`src/hdl/assert_macros.svh`:
```
// Assertion macros shared by the reverb core RTL.
`ifndef ASSERT_MACROS_SVH
`define ASSERT_MACROS_SVH

// Check a condition at every clock edge outside reset.
`define DMR_ASSERT(lbl, expr, msg) \
	lbl: assert property (@(posedge clk) disable iff (!arst_n) (expr)) else $error(msg);

// Check that an antecedent implies a consequent in the same cycle.
`define DMR_ASSERT_IMP(lbl, ante, cons, msg) \
	lbl: assert property (@(posedge clk) disable iff (!arst_n) (ante) |-> (cons)) \
		else $error(msg);

`endif

```
`src/hdl/dmr_pkg.sv`:
```
// Shared constants, types and register codes of the multi-tap reverb core.
package dmr_pkg;

	// Sizing of the history memory and the tap loop
	localparam int MAX_TAPS      = 256;
	localparam int HISTORY_DEPTH = 131072;
	localparam int HIST_AW       = $clog2(HISTORY_DEPTH);
	localparam int FILL_W        = $clog2(HISTORY_DEPTH + 1);
	localparam int KW            = $clog2(MAX_TAPS + 1);
	localparam int DLY_W         = $clog2(MAX_TAPS * 1024);
	localparam int IDX_W         = ((DLY_W > HIST_AW) ? DLY_W : HIST_AW) + 1;

	// Jitter table
	localparam int JIT_DEPTH = 256;
	localparam int JIT_AW    = 8;
	localparam int JIT_W     = 9;

	// Field and register widths
	localparam int SAMP_W    = 16;
	localparam int SPACING_W = 10;
	localparam int COEF_W    = 15;
	localparam int AMP_W     = 16;
	localparam logic [AMP_W-1:0] AMP_ONE = 16'h8000;

	// Accumulator and shared multiplier widths
	localparam int ACC_W  = $clog2(MAX_TAPS) + 32;
	localparam int LO_W   = ACC_W / 2;
	localparam int HI_W   = ACC_W - LO_W;
	localparam int SUM_W  = ACC_W + 16;
	localparam int MA_W   = (HI_W > LO_W) ? HI_W : LO_W + 1;
	localparam int MB_W   = AMP_W + 1;
	localparam int P_W    = MA_W + MB_W;
	localparam int Q_FRAC = 30;
	localparam int Q_W    = SUM_W - Q_FRAC;

	// Register indexes of the configuration port
	localparam int CFG_IDX_W = 2;
	localparam logic [CFG_IDX_W-1:0] CFG_TAP_SPACING  = 2'd0;
	localparam logic [CFG_IDX_W-1:0] CFG_DECAY_FACTOR = 2'd1;
	localparam logic [CFG_IDX_W-1:0] CFG_CUTOFF_LEVEL = 2'd2;
	localparam logic [CFG_IDX_W-1:0] CFG_OUTPUT_GAIN  = 2'd3;

	// Register reset values
	localparam logic [SPACING_W-1:0] RST_TAP_SPACING  = 10'd480;
	localparam logic [COEF_W-1:0]    RST_DECAY_FACTOR = 15'd32440;
	localparam logic [COEF_W-1:0]    RST_CUTOFF_LEVEL = 15'd3277;
	localparam logic [COEF_W-1:0]    RST_OUTPUT_GAIN  = 15'd3277;

	// Input item kinds
	localparam logic FUNC_SAMPLE = 1'b0;
	localparam logic FUNC_LOAD   = 1'b1;

	typedef struct packed {
		logic [SPACING_W-1:0] tap_spacing;
		logic [COEF_W-1:0]    decay_factor;
		logic [COEF_W-1:0]    cutoff_level;
		logic [COEF_W-1:0]    output_gain;
	} cfg_t;

	typedef struct packed {
		logic              en;
		logic [JIT_AW-1:0] slot;
		logic [JIT_W-1:0]  value;
	} jit_wr_t;

	typedef struct packed {
		logic             vld;
		logic             live;
		logic [AMP_W-1:0] amp;
	} tap_t;

	typedef enum logic {
		MAC_ACC,
		MAC_LOAD_SHL
	} mac_kind_t;

	typedef struct packed {
		logic                   en;
		mac_kind_t              kind;
		logic signed [MA_W-1:0] a;
		logic signed [MB_W-1:0] b;
	} mac_op_t;

endpackage

```
`src/hdl/dmr_mac.sv`:
```
// Shared multiply-accumulate unit for tap sums and output scaling.
module dmr_mac
	import dmr_pkg::*;
(
	input  logic                    clk,
	input  logic                    arst_n,
	input  mac_op_t                 op,
	output logic signed [SUM_W-1:0] acc,
	output logic                    busy
);

	logic signed [MA_W-1:0]  a_in;
	logic signed [MB_W-1:0]  b_in;
	logic signed [P_W-1:0]   prod_s1;
	logic                    en_s1;
	mac_kind_t               kind_s1;
	logic signed [SUM_W-1:0] acc_q;

	assign a_in = op.a;
	assign b_in = op.b;

	// Hold the request valid and kind alongside the product
	always_ff @(posedge clk or negedge arst_n) begin
		if (!arst_n) begin
			en_s1   <= 1'b0;
			kind_s1 <= MAC_ACC;
		end else begin
			en_s1   <= op.en;
			kind_s1 <= op.kind;
		end
	end

	// Multiply, then accumulate or load shifted
	always_ff @(posedge clk) begin
		prod_s1 <= a_in * b_in;
		if (en_s1) begin
			case (kind_s1)
				MAC_LOAD_SHL: acc_q <= SUM_W'(prod_s1) <<< LO_W;
				default:      acc_q <= acc_q + SUM_W'(prod_s1);
			endcase
		end
	end

	assign acc  = acc_q;
	assign busy = en_s1;

endmodule

```
`config.mk`:
```
export PLATFORM = sky130hd
export DESIGN_NAME = dmr_mac
export DESIGN_NICKNAME = d
export VERILOG_FILES = /design/src/hdl/assert_macros.svh /design/src/hdl/dmr_pkg.sv /design/src/hdl/dmr_mac.sv
export SDC_FILE = /design/constraint.sdc
export NUM_CORES = 1
export LEC_CHECK = 0
export ABC_AREA = 0
export BUFFER_PORTS_ARGS = -buffer_cell sky130_fd_sc_hd__clkbuf_2
export CAP_MARGIN = 40
export CORE_UTILIZATION = 60
export CTS_BUF_LIST = sky130_fd_sc_hd__clkbuf_2 sky130_fd_sc_hd__clkbuf_4 sky130_fd_sc_hd__clkbuf_8
export DETAILED_ROUTE_END_ITERATION = 8
export HOLD_SLACK_MARGIN = 0.05
export PLACE_DENSITY = 0.81
export SETUP_SLACK_MARGIN = 0.05
export SYNTH_ARGS = -nofsm -noshare
export SYNTH_HDL_FRONTEND = slang
export SYNTH_SLANG_ARGS = --single-unit
```
`constraint.sdc`:
```
create_clock -name clk -period 9 [get_ports clk]
set_clock_uncertainty 0.15 [all_clocks]
set_input_delay 1.8 -clock clk [delete_from_list [all_inputs] [get_ports clk]]
set_output_delay 1.8 -clock clk [all_outputs]
set_load 0.05 [all_outputs]
```
* Word-level counts from Yosys, hierarchy flattened
Index checks and enable logic that the tools add are counted.
** Operators by class
- Mux-type cells :: 1
- Equality and inequality tests :: 0
- $lt $le $gt $ge :: 0
- Shifts and indexed selects :: 0
- Add/sub/neg operators :: 1
- Divide/modulo/power cells :: 0
- Bitwise gates (word level) :: 0
- Multipliers :: 1
- Reductions and logical operators :: 0
** Operators with widths (count)
- 56-bit by 38-bit adder with 56-bit output :: 1
- 56-bit two-way mux :: 1
- 21-bit by 17-bit multiplier with 38-bit output :: 1
** Word-level totals
- Output and inout bits :: 57
- Memories kept :: 0
- Memory bits (writable) :: 0
- Bits in latches :: 0
- Register bits after elaboration :: 96
- Bits of input ports :: 42
- ROM bits :: 0
- Word-level logic and storage cells :: 8

* Longest topological paths before layout
- Depth after elaboration :: 2
- Mapped depth :: 26
- Mapped depth without buffers :: 25

* Least setup slack after synthesis
Ideal clock, no wire load.
- Kind :: input to register
- Start point :: input port op[5] (netlist name)
- End point :: register prod_s1[36]
- Data arrival time :: 7288 ps
- Stages :: 19
- Data required time :: 8731 ps
- Buffers on the path :: 1
- Library setup time :: 119 ps
- Slack :: 1443 ps
- Path through :: clkbuf_1 > nand2_1 > fa_1 > inv_1 > fa_1 > inv_1 > fa_1 > fa_1 > fa_1 > fa_1 > inv_1 > ha_1 > nand3_1 > or4_1 > o21ai_1 > o41ai_1 > o211ai_1 > o211ai_1 > xnor2_1
** On the way
- Cells in the longest elaborated chain, start to end :: 1
** Ends and longest elaborated chain
- from (decl) :: RTL line dmr_mac.sv:7 : input mac_op_t op,
- 21-bit by 17-bit multiplier with 38-bit output :: RTL line dmr_mac.sv:35 : prod_s1 <= a_in * b_in;
- to (signal assigned) :: RTL line dmr_mac.sv:35
- to (decl) :: RTL line dmr_mac.sv:14 : logic signed [P_W-1:0] prod_s1;
Every way passes these cells.
A chain may end at the register's enable or synchronous reset.

* Worst setup path in the final report
Ends and elaborated chain as after synthesis.

==> impl_results.md <==
- Run status: finished with violations
- Violations in the final reports: design-rule violations
- Most common flop cell mapped by yosys: sky130_fd_sc_hd__edfxtp_1
- Global routing met2 resource utilization: 0.501
- Y dimension of the die: between 150 and 200 um
- Number of top-level pins: about 100
- Most numerous cell types in the synthesized netlist: 415 x sky130_fd_sc_hd__inv_1, 357 x sky130_fd_sc_hd__fa_1, 278 x sky130_fd_sc_hd__nand2_1
- Met1 track utilization from global routing: 0.413
- Routability congestion estimate: between 0.9 and 1
- # fillers: between 2000 and 3000
- Parity-gate share of the synthesized area counting xor and xnor cells: 0.0357
- Maximum net fanout on the critical path: 21
- Number of global-route vias before repair: approximately 16000
- Most frequent cell after synthesis: sky130_fd_sc_hd__inv_1
- Cell family with the largest share of critical-path delay: adder cells
- GRT Resource Usage Total: 0.304
- Min-delay worst type: flop to flop
- Synthesized-area fraction occupied by ao, oa, aoi and oai cells: 0.107
- Global-route wire length before repair: 79000 um
- CP Data Arrival Time: 7.96 ns
- Layout overhead on the synthesized area: 4.89%
- Top Usage Layer GRT: met2
- Row count: 65
- Portion of the post-synthesis area used by sequential elements: 0.130
- Total of flip-flops plus latches after synthesis: 96
- Largest net degree at the start of global routing: just over 90
- Number of failing hold endpoints at the final stage: 0
- Final worst path period need: 7.85 ns
- CTS root buffer: sky130_fd_sc_hd__clkbuf_8
- Synth top area cells: sky130_fd_sc_hd__fa_1 37%, sky130_fd_sc_hd__ha_1 9.7%, sky130_fd_sc_hd__edfxtp_1 8.8%
- Number of buffer and inverter stages on the critical path: 4
- Met3 track demand over resource in global routing: 0.0479
- Number of distinct standard cells referenced by the synthesized netlist: 70
- Number of setup violations in the final report: 0
- Min setup slack post-route: approximately 1.2 ns
- YS warnings: 0
- Total standard cell area after synthesis: roughly 19000 um^2
- Slowest stage cell on the critical path: sky130_fd_sc_hd__fa_1
- Kind of start point of the critical path: primary input
- CTS Buffer Depth: 2
- Total wire length: between 40000 and 50000 um
- Global route overflow: 0
- Unrepaired setup endpoints after global routing: no
- Minimum setup slack after placement: 0.770 ns
- Area of the multi-input gates: approximately 15000 um^2
- Clock transition at the registers of the reported paths: around 0.10 ns
- DRC viols: 2
- Die Span X: between 150 and 200 um
- Number of buffers inserted by post-CTS setup repair: 0
- Synth Net Count: 2665
- Antenna-violating nets left: 0
- Clock tree from TritonCTS: built
- Worst stage delay on the critical path: around 0.73 ns
- Number of design-rule violations left by the first detailed-router iteration: between 1000 and 1500
- Routed wirelength normalized by instance count: 18.4 um
- Post-Synthesis Cells: 2118
- Sum of net half-perimeters after detailed placement: slightly below 40000 um
- Final critical-path share of the clock period: 0.872
- Worst slew pin tran: slightly above 0.9 ns
- Post-Synthesis Mean Instance Area: 9.04 um^2
- Port-buffer cells: 98
- Multiplexer fraction of the synthesized cell area: 0.00105
- Post-CTS Hold Fix Bufs: 0
- Simple-gate portion of the synthesized area: 0.160
- Number of nets in the layout: about 2700
- Cell-by-cell listing of the critical path: clkbuf_2 > nand2_1 > fa_1 > inv_1 > fa_1 > inv_1 > fa_1 > fa_1 > fa_1 > fa_1 > inv_1 > ha_1 > nand3_1 > or4_1 > o21ai_1 > o41ai_1 > o211ai_1 > o211ai_1 > xnor2_1
- Sort of element at the end of the critical path: flop
- Share of layout cells above drive strength 1: 0.0638
- Final-report max-slew violation count: 0
- Clk Latency, worst-skew pair: between 0.3 and 0.4 ns
- Ant. Diodes: 0
- Worst max-slew margin expressed relative to the limit: 0.380
- Final core area utilization: 0.638
- Starting utilization of the core area: 0.608
- Main combinational cell family by area after synthesis: adder cells
- DIE AREA: 32600 um^2
- Number of buffers created by CTS: 9
- Worst EP required: 9.11 ns
- Total negative slack: 0 ns
- Maximum frequency from static timing analysis: around 130 MHz
- H-tree levels: 3
- MaxCap Viol Count: 0
- Dominant cell type by area after synthesis: sky130_fd_sc_hd__fa_1
- Adder-cell share of the synthesized area: 0.470
- WS Path Type: primary input to flop
- DR vias/cell: around 5.8
- Clock sink total: 96
- Share of the synthesized area in the top cell type: 0.373
- Fraction of registers with async set/reset: 0.0208
- Initial antenna violation count: 0
- Number of vias in the routed layout: 14800
- EDFF count, synth: 56
- Cell with the most instances on the worst path: sky130_fd_sc_hd__fa_1
- Quantity of gates resized following cts: 0
- Sequential Area: ~2500 um^2
- Placeable core region: about 31000 um^2
- Smallest hold slack: about 0.42 ns
- Total iterations of the first detailed-routing run: 7
## per-layer routing
metal	wire length [um]	up-vias
li1	-	6708
met1	20200	7301
met2	22000	679
met3	3640	100
met4	1410	0
met5	0	-
## stage by stage
stage / instances / area (um^2)
after floorplan: 2118 / 19100
after global placement: 2550 / 19900
after detailed placement: 2550 / 19900
after CTS: 2566 / 20100
after global routing: 2566 / 20100
final: 2566 / 20100
## worst min-delay path: cells and delay by family, from the launching register on
kind,cells,cell delay [ns]
AO/OA/AOI/OAI,1,0.07
flip-flops,1,0.35
AND/OR/NAND/NOR,1,0.06
## registers in the layout (all words and copies together), names as in the netlist
register / count
acc: 56
busy: 1
kind_s1: 1
prod_s1: 38
## layout make-up
type	count	area share
repair buffers	103	0.0263
well taps	402	0.0250
inverters	417	0.0779
clock buffers	11	0.00692
flip-flops and latches	96	0.124
clock inverters	5	0.00199
multi-input cells	1532	0.738
## worst paths after layout
check | start | to | slack [ns] | cells past startpoint
worst max-delay path | op[5] | prod_s1[36] | 1.15 | 19
worst min-delay path | prod_s1[0] | acc[20] | 0.42 | 2
worst max register to register | acc[7] | acc[50] | 5.27 | 11
worst min register to register | prod_s1[0] | acc[20] | 0.42 | 2
max in group asynchronous | arst_n | busy | 7.55 | 1
min in group asynchronous | arst_n | kind_s1 | 1.05 | 1
## kinds of logic after synthesis
logic type,count (synthesis)
AND/OR/NAND/NOR,633
adder cells (fa/ha/maj),505
buffers and inverters,490
AO/OA/AOI/OAI,314
flip-flops,96
XOR/XNOR,78
multiplexers,2
## layout by cell type, fill, tap and decap left out, types with 3 or more instances in the layout
| cell type | count |
|---|---|
| sky130_fd_sc_hd__a21o_1 | 48 |
| sky130_fd_sc_hd__o21ai_0 | 34 |
| sky130_fd_sc_hd__nor2b_1 | 16 |
| sky130_fd_sc_hd__or3_1 | 5 |
| sky130_fd_sc_hd__nor2_1 | 71 |
| sky130_fd_sc_hd__and2_1 | 152 |
| sky130_fd_sc_hd__nand2_1 | 278 |
| sky130_fd_sc_hd__o21bai_1 | 11 |
| sky130_fd_sc_hd__fa_1 | 357 |
| sky130_fd_sc_hd__o211ai_1 | 11 |
| sky130_fd_sc_hd__nand3b_1 | 3 |
| sky130_fd_sc_hd__o21ai_1 | 43 |
| sky130_fd_sc_hd__edfxtp_1 | 56 |
| sky130_fd_sc_hd__o31ai_1 | 5 |
| sky130_fd_sc_hd__dfxtp_1 | 38 |
| sky130_fd_sc_hd__clkbuf_2 | 98 |
| sky130_fd_sc_hd__a211oi_1 | 11 |
| sky130_fd_sc_hd__ha_1 | 148 |
| sky130_fd_sc_hd__a2111oi_0 | 3 |
| sky130_fd_sc_hd__a31oi_1 | 7 |
| sky130_fd_sc_hd__nor3b_1 | 3 |
| sky130_fd_sc_hd__xor2_1 | 18 |
| sky130_fd_sc_hd__clkbuf_8 | 9 |
| sky130_fd_sc_hd__buf_4 | 5 |
| sky130_fd_sc_hd__nand3_1 | 28 |
| sky130_fd_sc_hd__inv_1 | 415 |
| sky130_fd_sc_hd__a21oi_1 | 93 |
| sky130_fd_sc_hd__o21a_1 | 8 |
| sky130_fd_sc_hd__nor4_1 | 6 |
| sky130_fd_sc_hd__nand2b_1 | 19 |
| sky130_fd_sc_hd__o31a_1 | 4 |
| sky130_fd_sc_hd__nor3_1 | 16 |
| sky130_fd_sc_hd__a21boi_1 | 5 |
| sky130_fd_sc_hd__and3_1 | 18 |
| sky130_fd_sc_hd__xnor2_1 | 60 |
| sky130_fd_sc_hd__nand4_1 | 9 |
Power is not shown: default switching activity piles up to over one toggle a cycle in this logic, so the estimate is an artifact.
