<file path="src/hdl/assert_macros.svh">
// Assertion macros shared by the reverb core RTL.
`ifndef ASSERT_MACROS_SVH
`define ASSERT_MACROS_SVH

// Check a condition at every clock edge outside reset.
`define DMR_ASSERT(lbl, expr, msg) \
	lbl: assert property (@(posedge clk) disable iff (!arst_n) (expr)) else $error(msg);

// Check that an antecedent implies a consequent in the same cycle.
`define DMR_ASSERT_IMP(lbl, ante, cons, msg) \
	lbl: assert property (@(posedge clk) disable iff (!arst_n) (ante) |-> (cons)) \
		else $error(msg);

`endif

</file>
<file path="src/hdl/dmr_pkg.sv">
// Shared constants, types and register codes of the multi-tap reverb core.
package dmr_pkg;

	// Sizing of the history memory and the tap loop
	localparam int MAX_TAPS      = 256;
	localparam int HISTORY_DEPTH = 131072;
	localparam int HIST_AW       = $clog2(HISTORY_DEPTH);
	localparam int FILL_W        = $clog2(HISTORY_DEPTH + 1);
	localparam int KW            = $clog2(MAX_TAPS + 1);
	localparam int DLY_W         = $clog2(MAX_TAPS * 1024);
	localparam int IDX_W         = ((DLY_W > HIST_AW) ? DLY_W : HIST_AW) + 1;

	// Jitter table
	localparam int JIT_DEPTH = 256;
	localparam int JIT_AW    = 8;
	localparam int JIT_W     = 9;

	// Field and register widths
	localparam int SAMP_W    = 16;
	localparam int SPACING_W = 10;
	localparam int COEF_W    = 15;
	localparam int AMP_W     = 16;
	localparam logic [AMP_W-1:0] AMP_ONE = 16'h8000;

	// Accumulator and shared multiplier widths
	localparam int ACC_W  = $clog2(MAX_TAPS) + 32;
	localparam int LO_W   = ACC_W / 2;
	localparam int HI_W   = ACC_W - LO_W;
	localparam int SUM_W  = ACC_W + 16;
	localparam int MA_W   = (HI_W > LO_W) ? HI_W : LO_W + 1;
	localparam int MB_W   = AMP_W + 1;
	localparam int P_W    = MA_W + MB_W;
	localparam int Q_FRAC = 30;
	localparam int Q_W    = SUM_W - Q_FRAC;

	// Register indexes of the configuration port
	localparam int CFG_IDX_W = 2;
	localparam logic [CFG_IDX_W-1:0] CFG_TAP_SPACING  = 2'd0;
	localparam logic [CFG_IDX_W-1:0] CFG_DECAY_FACTOR = 2'd1;
	localparam logic [CFG_IDX_W-1:0] CFG_CUTOFF_LEVEL = 2'd2;
	localparam logic [CFG_IDX_W-1:0] CFG_OUTPUT_GAIN  = 2'd3;

	// Register reset values
	localparam logic [SPACING_W-1:0] RST_TAP_SPACING  = 10'd480;
	localparam logic [COEF_W-1:0]    RST_DECAY_FACTOR = 15'd32440;
	localparam logic [COEF_W-1:0]    RST_CUTOFF_LEVEL = 15'd3277;
	localparam logic [COEF_W-1:0]    RST_OUTPUT_GAIN  = 15'd3277;

	// Input item kinds
	localparam logic FUNC_SAMPLE = 1'b0;
	localparam logic FUNC_LOAD   = 1'b1;

	typedef struct packed {
		logic [SPACING_W-1:0] tap_spacing;
		logic [COEF_W-1:0]    decay_factor;
		logic [COEF_W-1:0]    cutoff_level;
		logic [COEF_W-1:0]    output_gain;
	} cfg_t;

	typedef struct packed {
		logic              en;
		logic [JIT_AW-1:0] slot;
		logic [JIT_W-1:0]  value;
	} jit_wr_t;

	typedef struct packed {
		logic             vld;
		logic             live;
		logic [AMP_W-1:0] amp;
	} tap_t;

	typedef enum logic {
		MAC_ACC,
		MAC_LOAD_SHL
	} mac_kind_t;

	typedef struct packed {
		logic                   en;
		mac_kind_t              kind;
		logic signed [MA_W-1:0] a;
		logic signed [MB_W-1:0] b;
	} mac_op_t;

endpackage

</file>
<file path="src/hdl/dmr_ram.sv">
// Generic single-write, single-read RAM with registered read data.
module dmr_ram #(
	parameter int WIDTH = 16,
	parameter int DEPTH = 1024
) (
	input  logic                     clk,
	input  logic                     wr_en,
	input  logic [$clog2(DEPTH)-1:0] wr_addr,
	input  logic [WIDTH-1:0]         wr_data,
	input  logic [$clog2(DEPTH)-1:0] rd_addr,
	output logic [WIDTH-1:0]         rd_data
);

	logic [WIDTH-1:0] mem [DEPTH];
	logic [WIDTH-1:0] rd_data_q;

	// Write on request, register the read word every cycle
	always_ff @(posedge clk) begin
		if (wr_en) begin
			mem[wr_addr] <= wr_data;
		end
		rd_data_q <= mem[rd_addr];
	end

	assign rd_data = rd_data_q;

endmodule

</file>
<file path="src/hdl/dmr_tap_gen.sv">
// Tap sequencer: amplitude decay, jitter lookup and history address generation.
`include "assert_macros.svh"
module dmr_tap_gen
	import dmr_pkg::*;
(
	input  logic               clk,
	input  logic               arst_n,
	input  logic               start,
	input  cfg_t               cfg,
	input  logic [FILL_W-1:0]  fill,
	input  logic [HIST_AW-1:0] wp,
	input  jit_wr_t            jit_wr,
	output logic [HIST_AW-1:0] hist_addr,
	output tap_t               tap,
	output logic               busy
);

	// Loop state
	logic                 run_q;
	logic [KW-1:0]        k_q;
	logic [AMP_W-1:0]     amp_q;
	logic [DLY_W-1:0]     base_q;
	logic [SPACING_W-1:0] jmax_q;
	logic [JIT_DEPTH-1:0] jv_q;

	// Pipeline stages
	logic                 vld_s1, vld_s2, vld_s3;
	logic                 jv_s1, live_s3;
	logic [AMP_W-1:0]     amp_s1, amp_s2, amp_s3;
	logic [DLY_W-1:0]     base_s1, delay_s2;

	logic                 issue;
	logic [JIT_AW-1:0]    jit_rd_addr;
	logic [JIT_W-1:0]     jit_rd_data;
	logic [JIT_W-1:0]     jit_raw;
	logic [SPACING_W-1:0] jit_clamp;
	logic [AMP_W+COEF_W-1:0] amp_prod;
	logic [IDX_W-1:0]     diff, diff_wrap;
	logic                 hit;

	dmr_ram #(
		.WIDTH(JIT_W),
		.DEPTH(JIT_DEPTH)
	) u_jit_ram (
		.clk    (clk),
		.wr_en  (jit_wr.en),
		.wr_addr(jit_wr.slot),
		.wr_data(jit_wr.value),
		.rd_addr(jit_rd_addr),
		.rd_data(jit_rd_data)
	);

	// Issue a tap while the amplitude stays above the cutoff
	assign issue       = run_q && (k_q < KW'(MAX_TAPS)) && (amp_q > AMP_W'(cfg.cutoff_level));
	assign jit_rd_addr = JIT_AW'(k_q);
	assign amp_prod    = amp_q * cfg.decay_factor;

	// Advance the tap loop
	always_ff @(posedge clk or negedge arst_n) begin
		if (!arst_n) begin
			run_q <= 1'b0;
			k_q   <= '0;
		end else if (start) begin
			run_q <= 1'b1;
			k_q   <= '0;
		end else if (issue) begin
			k_q <= k_q + 1'b1;
		end else begin
			run_q <= 1'b0;
		end
	end

	always_ff @(posedge clk) begin
		if (start) begin
			amp_q  <= AMP_ONE;
			base_q <= '0;
			jmax_q <= (cfg.tap_spacing == '0) ? '0 : cfg.tap_spacing - 1'b1;
		end else if (issue) begin
			amp_q  <= amp_prod[AMP_W+COEF_W-1:COEF_W];
			base_q <= base_q + DLY_W'(cfg.tap_spacing);
		end
	end

	// Mark jitter entries as written
	always_ff @(posedge clk or negedge arst_n) begin
		if (!arst_n) begin
			jv_q <= '0;
		end else if (jit_wr.en) begin
			jv_q[jit_wr.slot] <= 1'b1;
		end
	end

	// Stage 1: clamp the jitter and form the delay
	assign jit_raw   = jv_s1 ? jit_rd_data : '0;
	assign jit_clamp = (SPACING_W'(jit_raw) > jmax_q) ? jmax_q : SPACING_W'(jit_raw);

	// Stage 2: check the delay against the fill and wrap the read address
	assign hit       = IDX_W'(delay_s2) < IDX_W'(fill);
	assign diff      = IDX_W'(wp) - IDX_W'(delay_s2);
	assign diff_wrap = diff + IDX_W'(HISTORY_DEPTH);
	assign hist_addr = diff[IDX_W-1] ? diff_wrap[HIST_AW-1:0] : diff[HIST_AW-1:0];

	always_ff @(posedge clk or negedge arst_n) begin
		if (!arst_n) begin
			vld_s1  <= 1'b0;
			vld_s2  <= 1'b0;
			vld_s3  <= 1'b0;
			live_s3 <= 1'b0;
		end else begin
			vld_s1  <= issue;
			vld_s2  <= vld_s1;
			vld_s3  <= vld_s2;
			live_s3 <= vld_s2 && hit;
		end
	end

	always_ff @(posedge clk) begin
		jv_s1    <= jv_q[jit_rd_addr];
		amp_s1   <= amp_q;
		base_s1  <= base_q;
		amp_s2   <= amp_s1;
		delay_s2 <= base_s1 + DLY_W'(jit_clamp);
		amp_s3   <= amp_s2;
	end

	assign tap  = '{vld: vld_s3, live: live_s3, amp: amp_s3};
	assign busy = run_q || vld_s1 || vld_s2 || vld_s3;

	`DMR_ASSERT_IMP(a_amp_falls, issue && $past(issue), amp_q <= $past(amp_q), "tap amplitude rose between taps")

endmodule

</file>
<file path="config.mk">
export PLATFORM = sky130hd
export DESIGN_NAME = dmr_tap_gen
export DESIGN_NICKNAME = d
export VERILOG_FILES = /design/src/hdl/dmr_pkg.sv /design/src/hdl/dmr_ram.sv /design/src/hdl/dmr_tap_gen.sv
export VERILOG_INCLUDE_DIRS = /design/src /design/src/hdl
export SDC_FILE = /design/constraint.sdc
export NUM_CORES = 2
export LEC_CHECK = 0
export ABC_CLOCK_PERIOD_IN_PS = 7300
export BUFFER_PORTS_ARGS = -buffer_cell sky130_fd_sc_hd__buf_2
export CAP_MARGIN = 20
export CELL_PAD_IN_SITES_DETAIL_PLACEMENT = 0
export CELL_PAD_IN_SITES_GLOBAL_PLACEMENT = 1
export CORE_ASPECT_RATIO = 1.1
export CORE_MARGIN = 1.5
export CORE_UTILIZATION = 45
export CTS_CLUSTER_SIZE = 10
export DETAILED_ROUTE_END_ITERATION = 12
export MAX_ROUTING_LAYER = met4
export PLACE_DENSITY = 0.78
export SKIP_CTS_REPAIR_TIMING = 1
export SYNTH_ARGS = -nofsm -noshare
export SYNTH_HDL_FRONTEND = slang
export SYNTH_HIERARCHICAL = 1
export SYNTH_SLANG_ARGS = --single-unit
</file>
<file path="constraint.sdc">
create_clock -name clk -period 7.3 [get_ports clk]
set_clock_uncertainty 0.2 [all_clocks]
set_input_delay 1.46 -clock clk [delete_from_list [all_inputs] [get_ports clk]]
set_output_delay 1.46 -clock clk [all_outputs]
set_load 0.01 [all_outputs]
</file>
# == Yosys cells after proc, flatten, opt, wreduce, memory -nomap -nowiden ==
# Memories as Yosys holds them, arrays and structs flattened. A register that Yosys moved wholly into a read port is not among the register bits.
# Cells that the tools add are included.
# word_totals
reg_bits,399
latchBits,0
mem_bits_rw,2304
romBits,0
inputBits,111
output_inout_bits,36
word_cells,55
memories,1
# mem_list
memory,words,word_bits,read_ports,rd_ports_with_merged_regs,wr,line,text
u_jit_ram.mem,256,9,1,1,1,dmr_ram.sv:14,logic [WIDTH-1:0] mem [DEPTH];
# op_classes
addsub,6
multipliers,1
div,0
n_lt_le_gt_ge,7
n_eq_ne,1
shifts,0
n_mux,13
n_bitwise,1
n_reduce_logical,9
# ops
op,n
$or 256x256->256,1
$add 18x10->18,2
$mul 16x15->31,1
$mux 9,3
$sub 17x18->19,1
$lt 18x18->1,1
$lt 8x9->1 const B,2
$add 17x1->17 const B,1
$mux 17,1
$gt 16x15->1,1
$gt 9x10->1,1
$logic_not 10->1,1
$mux 10,1
$sub 10x1->10 const B,1
$add 9x1->9 const B,1
$lt 9x9->1 const B,1
$bmux 1 s8,1
$demux 1 s8,1
$ge 8x1->1 const B,1
$mux 1,6
$logic_and 1x1->1,4
$logic_or 1x1->1,3
$ne 2x2->1 const B,1
$reduce_bool 2->1,1

# == Logic depth before layout (Yosys ltp) ==
# depth
ltp_word,5
ltp_mapped,23
ltp_nobuf,22

# == Cells and area by module ==
# The synthesis kept the hierarchy.
# by_module_without_submodules
module,n_inst,cells_per_inst,area_per_inst_um2,seq_area_each_um2
dmr_ram,1,4237,89278.1,69366.5
dmr_tap_gen,1,2384,25451.9,9439.1

# == Worst setup path after synthesis ==
# Ideal clock, no wire load.
# synth_timing
path_kind,input port to flip-flop
from,input port cfg[30] (netlist name)
to,register amp_q[14]
setup_ns,0.117
arrival_time_ns,6.792
setup_slack_ns,0.191
cell_stages,20
n_path_buf,1
cell_sequence,clkbuf_1 -> and2_1 -> fa_1 -> inv_1 -> fa_1 -> inv_1 -> fa_1 -> inv_1 -> fa_1 -> inv_1 -> fa_1 -> fa_1 -> ha_1 -> or3_1 -> a2111oi_0 -> o31ai_1 -> o41ai_2 -> o21ai_0 -> xor2_1 -> a22o_1
# synth_between
elab_chain_cells,1
# synth_lines
element,line,text
from (decl),dmr_tap_gen.sv:9,"input cfg_t cfg,"
$mul 16x15->31,dmr_tap_gen.sv:56,assign amp_prod = amp_q * cfg.decay_factor;
to (signal assigned),dmr_tap_gen.sv:79,amp_q <= amp_prod[AMP_W+COEF_W-1:COEF_W];
to (decl),dmr_tap_gen.sv:21,logic [AMP_W-1:0] amp_q;
# No other way between the ends.
# A chain may end at the register's enable or synchronous reset.

# == Worst setup path in the final report ==
# Ends and elaborated chain as after synthesis.

==> impl_metrics.json <==
{
  "status": "complete, no violations",
  "p_sw_frac": 0.2927,
  "irDropWorstVdd_mv": 0.3835,
  "ys_ff_latch": 2712,
  "grt_max_degree": 166,
  "wl_met3_um": 23530,
  "grt_first_pass_wirelength_um": 420000,
  "holdPathStages": 0,
  "synth_area_leader_cell": "edfxtp_1",
  "route.top_layer_used": "met4",
  "worst-path-buf-inv": 7,
  "area_growth_pct": 11.78,
  "p_sw_w": 0.01294,
  "design_area_mm2": 0.1282,
  "tightest_slew_ns": 1.235,
  "gp_congestion": 0.8716,
  "grt_overflow": 0,
  "synthTopCellsByCount": "edfxtp_1 (2,314), mux4_2 (528), nor2_1 (382)",
  "p_comb_frac": 0.291,
  "crit_top_cell": "fa_1",
  "rr_worst_depth": 21,
  "cts_sinks": 2712,
  "grt_pass1_vias": 63370,
  "wl_met1_um": 113100,
  "synth_top_area_frac": 0.6057,
  "async_flop_share": 0.09956,
  "drt_iter0_markers": 6848,
  "power_frac_clock": 0.312,
  "relSlewSlack": 0.1689,
  "die_w_um": 484.4,
  "pwr-share-seq": 0.398,
  "cts_buffers": 317,
  "viasPerCell": 6.037,
  "synthTopCellsByArea": "edfxtp_1 (61%), mux4_2 (10%), dfrtp_1 (5.9%), fa_1 (3.2%), dfxtp_1 (2.2%)",
  "crit_cells": 22,
  "p_total_w": 0.04420,
  "design.core.area_mm2": 0.2537,
  "p_leak_nw": 44.72,
  "finalMaxSlewViolations": 0,
  "cp_max_fo": 4,
  "hp-class": "reg2reg",
  "synth_most_common_cell": "edfxtp_1",
  "die_h_um": 532.6,
  "drc": 0,
  "synthDistinctLibCells": 83,
  "cp-start-kind": "input pin",
  "cpPeakStageDelay_ns": 0.55,
  "synth_top_flop_cell": "edfxtp_1",
  "h-tree-depth": 5,
  "synthCells": 6621,
  "die-area_mm2": 0.2580,
  "syn_area_mm2": 0.1147,
  "antenna_found_initial": 11,
  "yosysWarnings": 6,
  "finalSetupViolations": 0,
  "drive_gt1_frac": 0.1824,
  "io_pins": 147,
  "io_buffers": 131,
  "hold_violations": 0,
  "drt-wirelength-per-cell_um": 27.41,
  "yosysSeqAreaShare": 0.6869,
  "clk_latency_ns": 0.86,
  "dp_hpwl_um": 174200,
  "cts_tree": "done",
  "synth_edf_count": 2314,
  "syn_nets": 7085,
  "grt_setup_unrepaired": "false",
  "placed_area_mm2": 0.1195,
  "clk_pin_slew_worst_paths_ns": 0.05,
  "drv.max_cap_violation_count": 0,
  "clk_path_buf_depth": 4,
  "path_class": "in2reg",
  "required_ns": 7.80,
  "critical_path.top_delay_family": "adder cells",
  "firstDrtPassIters": 6,
  "vias": 62410,
  "worstPathCellList": "buf_2, and2_1, fa_1, inv_1, fa_1, inv_1, fa_1, inv_1, fa_1, inv_1, fa_1, fa_1, ha_1, or3_1, a2111oi_0, o31ai_1, buf_4, o41ai_2, buf_4, o21ai_0, xor2_1, a22o_1",
  "p_per_area_mw_per_mm2": 344.7,
  "syn_area_per_cell_um2": 17.33,
  "internal_power_w": 0.03126,
  "start_util": 0.4523,
  "critPathCaptureType": "flop",
  "rows": 194,
  "final_util": 0.5056,
  "root_buffer": "clkbuf_16",
  "grtUsageTotal": 0.2241,
  "slowest_stage": "fa_1",
  "met2_length_um": 137600,
  "fin_crit_sh": 0.9237,
  "crit_arrival_ns": 7.24,
  "fin_crit_ns": 6.743,
  "fmax_mhz": 148.3,
  "nets": 7364,
  "ant_nets": 0,
  "drt_wl_total_um": 283300
}
==> flip-flops by register name, summed over array words and instances, names as in the netlist, 18 cells and up <==
register / flops
base_q: 18
delay_s2: 18
u_jit_ram/mem: 2304
base_s1: 18
jv_q: 256
==> stage by stage <==
stage          setup WS, ns  std cells  hold WS [ns]  TNS [ns]
6_report             0.5573      10340       0.08880         0
5_1_grt              0.2843      10330       0.09629         0
4_1_cts              0.5509      10320       0.09182         0
3_5_place_dp        -0.2588       9906        0.1121    -1.508
3_3_place_gp        -0.3178       9899        0.1112    -1.683
2_1_floorplan        0.1912       6621        0.1096         0
==> area by class of cell <==
type / count / area (um2)
sequential: 2712 / 78830
inverter: 290 / 1089
multi-input combinational: 3252 / 32960
antenna: 14 / 35.03
fill: 20230 / 125400
tap: 3332 / 4169
clock buffer: 393 / 8418
clock inverter: 18 / 217.7
timing repair buffer: 327 / 2530
==> cell usage in the layout, fill, tap and decap left out, types with 82 or more instances in the layout <==
| cell type | synthesis | routed |
|---|---|---|
| a21o_1 | 200 | 200 |
| a21oi_1 | 166 | 166 |
| a22oi_1 | 181 | 181 |
| and2_1 | 151 | 150 |
| buf_2 | 62 | 124 |
| buf_4 | 34 | 165 |
| clkbuf_16 | 0 | 325 |
| dfrtp_1 | 270 | 264 |
| dfxtp_1 | 128 | 128 |
| edfxtp_1 | 2314 | 2314 |
| fa_1 | 182 | 182 |
| ha_1 | 171 | 171 |
| inv_1 | 289 | 289 |
| mux2i_1 | 208 | 208 |
| mux4_2 | 528 | 528 |
| nand2_1 | 229 | 228 |
| nor2_1 | 382 | 380 |
| o21bai_1 | 82 | 82 |
==> routing by layer <==
| metal | up-vias | global-route usage |
|---|---|---|
| li1 | 26280 | - |
| met1 | 32790 | 0.3000 |
| met2 | 2852 | 0.3496 |
| met3 | 485 | 0.03822 |
| met4 | 0 | 0.07445 |
| met5 | - | - |
==> worst paths after layout <==
check / end / slack, ns / start
max in group asynchronous: jv_q[78] / 4.82 / arst_n
min in group asynchronous: jv_q[94] / 0.42 / arst_n
worst min-delay path: amp_s2[11] / 0.09 / amp_s1[11]
worst max-delay path: amp_q[14] / 0.56 / cfg[30]
worst min register to register: amp_s2[11] / 0.09 / amp_s1[11]
worst max register to register: amp_q[14] / 0.63 / amp_q[8]
==> logic make-up (layout without fill, tap and decap cells) <==
logic type / after synthesis / count (layout) / synth area share
buffers and inverters: 657 / 1028 / 0.02713
other: 1 / 15 / 0.00003269
muxes: 770 / 770 / 0.1263
xor gates and xnor gates: 55 / 55 / 0.004199
adders and majority gates: 353 / 353 / 0.05041
AOI/OAI and AO/OA: 984 / 984 / 0.05964
DFF: 2712 / 2712 / 0.6869
and+or+nand+nor: 1089 / 1089 / 0.04540
==> power by group through the flow <==
stage | sequential, W | combinational (W) | clock [W]
6_report | 0.0176 | 0.0128 | 0.0138
5_1_grt | 0.0176 | 0.0141 | 0.0146
3_5_place_dp | 0.0179 | 0.0128 | 0
2_1_floorplan | 0.0177 | 0.00927 | 0
4_1_cts | 0.0176 | 0.0130 | 0.0140
3_3_place_gp | 0.0179 | 0.0127 | 0
Power figures use the tool's default switching activity.
